<file path="src/sv/lphs_ram.sv">
// lphs_ram: generic single-clock RAM, one write and one read port,
// registered read data. No dependencies.
module lphs_ram #(
   parameter int unsigned WIDTH = 8,
   parameter int unsigned DEPTH = 16
) (
   input  logic                     clock,
   input  logic                     wr_en,
   input  logic [$clog2(DEPTH)-1:0] wr_addr,
   input  logic [WIDTH-1:0]         wr_data,
   input  logic [$clog2(DEPTH)-1:0] rd_addr,
   output logic [WIDTH-1:0]         rd_data
);
   logic [WIDTH-1:0] mem [DEPTH];

   always_ff @(posedge clock) begin
      if (wr_en) begin
         mem[wr_addr] <= wr_data;
      end
      rd_data <= mem[rd_addr];
   end
endmodule

</file>
<file path="config.mk">
export PLATFORM = sky130hd
export DESIGN_NAME = lphs_ram
export DESIGN_NICKNAME = d
export VERILOG_FILES = /design/src/sv/lphs_ram.sv
export SDC_FILE = /design/constraint.sdc
export NUM_CORES = 1
export LEC_CHECK = 0
export BUFFER_PORTS_ARGS = -buffer_cell sky130_fd_sc_hd__buf_2
export CAP_MARGIN = 20
export CORE_MARGIN = 4
export CORE_UTILIZATION = 38
export CTS_CLUSTER_SIZE = 10
export DETAILED_ROUTE_END_ITERATION = 10
export PLACE_DENSITY = 0.57
export REMOVE_ABC_BUFFERS = 1
export SETUP_SLACK_MARGIN = 0.2
export SYNTH_ARGS = -nofsm -noshare
export SYNTH_HDL_FRONTEND = slang
export SYNTH_SLANG_ARGS = --single-unit
</file>
<file path="constraint.sdc">
create_clock -name clock -period 2.2 [get_ports clock]
set_clock_uncertainty 0.15 [all_clocks]
set_input_delay 0.11 -clock clock [delete_from_list [all_inputs] [get_ports clock]]
set_output_delay 0.11 -clock clock [all_outputs]
set_load 0.005 [all_outputs]
</file>
==> metrics <==
Setup crit start kind=primary input; Finished Layout Cells=483; fraction of layout cells with a size suffix above 1=31.6%; core box area=approximately 13000 µm²; Longest Clk Path Bufs=2; mux contribution to synthesized area=15.0%; cell taking the most area after synthesis=edfxtp_1; Initial Util=around 39%; largest cells by area after synthesis=edfxtp_1 (75%), mux4_2 (7.9%), mux4_1 (7.1%); clock transition at the registers of the reported paths=0.06 ns; largest net degree at the start of global routing=33; number of core rows=42; Fin. Hold Viols=0; CTS tree=yes; Synth Area in Compound Gates=between 2 and 2.5%; total grt overflow=0; initial antenna violation count=0; Area Growth Syn to Fin=22.9%; Nets=between 300 and 400; post-DR vias/cell=5.10; ANT cells=0; Die X=between 100 and 150 µm; period utilization=approximately three quarters; gp weighted congestion=around 0.74; top cell type's share of synthesized area=between 70% and 80%; Sink Count=between 100 and 150; cell area after synthesis=between 5000 and 6000 µm²; number of global-route vias before repair=approximately 2.5k; Max FO, Critical Path=7; Synth warnings=0; IO buf count=25; via count=between 2k and 2.5k; setup tns final=0 ns; dpl hpwl=between 6 and 7 mm; DR WL/cell=around 21 µm; H-Tree Depth=4; worst skew pair latency=0.41 ns; Pre-Repair DR Iteration Count=4; largest family of logic cells by synthesized area=multiplexers; Leakage=2.17 nW; Max-Slew Margin vs Limit=between 50 and 60%; CP Capture Type=flip-flop; power density cells=a little under 1000 nW/µm²; Root Buffer=clkbuf_16; fmax=between 600 and 700 MHz; first-pass GRT wire length=around 16 mm; VDD IR-drop max=~0.7 mV; initial DRC count=about 150; Post-Syn Instances=approximately 230; DRC errors left=0; Adder-Cell Fraction of Synth Area=0%; sequential fraction of the synthesis area=77.8%; Die ar.=15500 µm²; Synth Area in XOR/XNOR=0%; Tmin final=about 1.6 ns; Total GRT Usage=between 10 and 15%; Syn Area/Cell=between 20 and 25 µm²; Tot Pwr=between 6 and 7 mW; # setup viols final=0; status=completed; critical path arrival=1.62 ns; min-delay worst type=primary input to flip-flop; Ports=26; Synth Area in Simple Gates=3.18%; R2R Setup Slk=about 0.7 ns; RSZ-0062 raised after global routing=false; highest-count cells in the layout ignoring fill and taps=edfxtp_1 (128), buf_2 (25), buf_4 (21), mux4_2 (18), clkbuf_16 (17); Routed Antenna Nets=0; CTS Buf Count=17; post-synth cell types=19; Slew Limit Fails=0; Detailed Route WL=about 10 mm; Core Util, Final=a little under half; WP data required=about 2.2 ns; worst slew pin tran=0.639 ns; max cap viols=0; Setup CP Type=primary input to flip-flop; CTS-repair resized insts=0; #FFs+latches synth=136; most common cell after layout, fill and taps aside=edfxtp_1; Die Ht=124 µm; placed insts=roughly 440
timing repair:
item / in CTS / in global routing
hold buffers: 9 / 0
endpoints found under the hold margin: 131 / 0
buffers inserted: 0 / 0
area by class of cell:
class,count,area [µm²]
clock inverters,12,198
fillers,1098,6910
clock buffers,20,457
repair buffers,56,393
flip-flops and latches,136,4000
multi-input cells,83,1060
well taps,176,220
critical path: stages:
cell,delay (ns)
dlygate4sd3_1,0.53
buf_2,0.16
nor3_1,0.54
buf_4,0.27
worst paths after layout:
path         cells past startpoint                  end                start
max                              4  mem[4][5]$_DFFE_PP_           wr_addr[0]
min                              2  mem[4][3]$_DFFE_PP_           wr_addr[1]
max reg2reg                      3   rd_data[4]$_DFF_P_  mem[8][4]$_DFFE_PP_
min reg2reg                      3   rd_data[6]$_DFF_P_  mem[6][6]$_DFFE_PP_
kinds of logic after synthesis:
kind of cell           after synthesis
flip-flops                         136
AND/OR/NAND/NOR                     35
multiplexers                        32
AO/OA/AOI/OAI                       16
buffers and inverters               10
synth_stat cells:
| library cell | number |
|---|---|
| mux4_2 | 18 |
| nand2b_1 | 2 |
| a22oi_1 | 16 |
| buf_4 | 1 |
| nand2_1 | 9 |
| and2_1 | 1 |
| nor3_1 | 4 |
| buf_2 | 3 |
| buf_6 | 3 |
| mux4_1 | 14 |
| clkdlybuf4s25_2 | 3 |
| nand3_1 | 1 |
| dfxtp_1 | 8 |
| nand3b_1 | 2 |
| nor2b_1 | 1 |
| nor2_1 | 13 |
| edfxtp_1 | 128 |
| or3b_2 | 1 |
| and2b_1 | 1 |
power breakdown:
part           total, mW  switching [mW]  internal [mW]  leakage (nW)
Sequential          2.92          0.0200           2.90          1.22
Combinational      0.283           0.155          0.128         0.628
Clock               3.09            1.02           2.07         0.316
Total               6.29            1.20           5.09          2.17
sequential cells by signal, summed over array words and instances (netlist names):
| register | flops |
|---|---|
| rd_data | 8 |
| mem | 128 |
layer usage:
metal | track usage (%) | share of wire (%)
met1 | 20.8 | 47
met4 | 4.26 | 1.0
met5 | 0 | 0
met2 | 19.9 | 46
met3 | 4.37 | 5.9
per-stage QoR:
stage               cell area, µm²  setup slack, ns  hold WS (ns)
finish                        6330            0.556        0.0347
global route                  6330            0.526        0.0367
CTS                           6330            0.538        0.0181
detailed placement            5580            0.382         0.350
global placement              5580            0.382         0.348
floorplan                     5060            0.447        0.0589
Power figures use the tool's default switching activity.
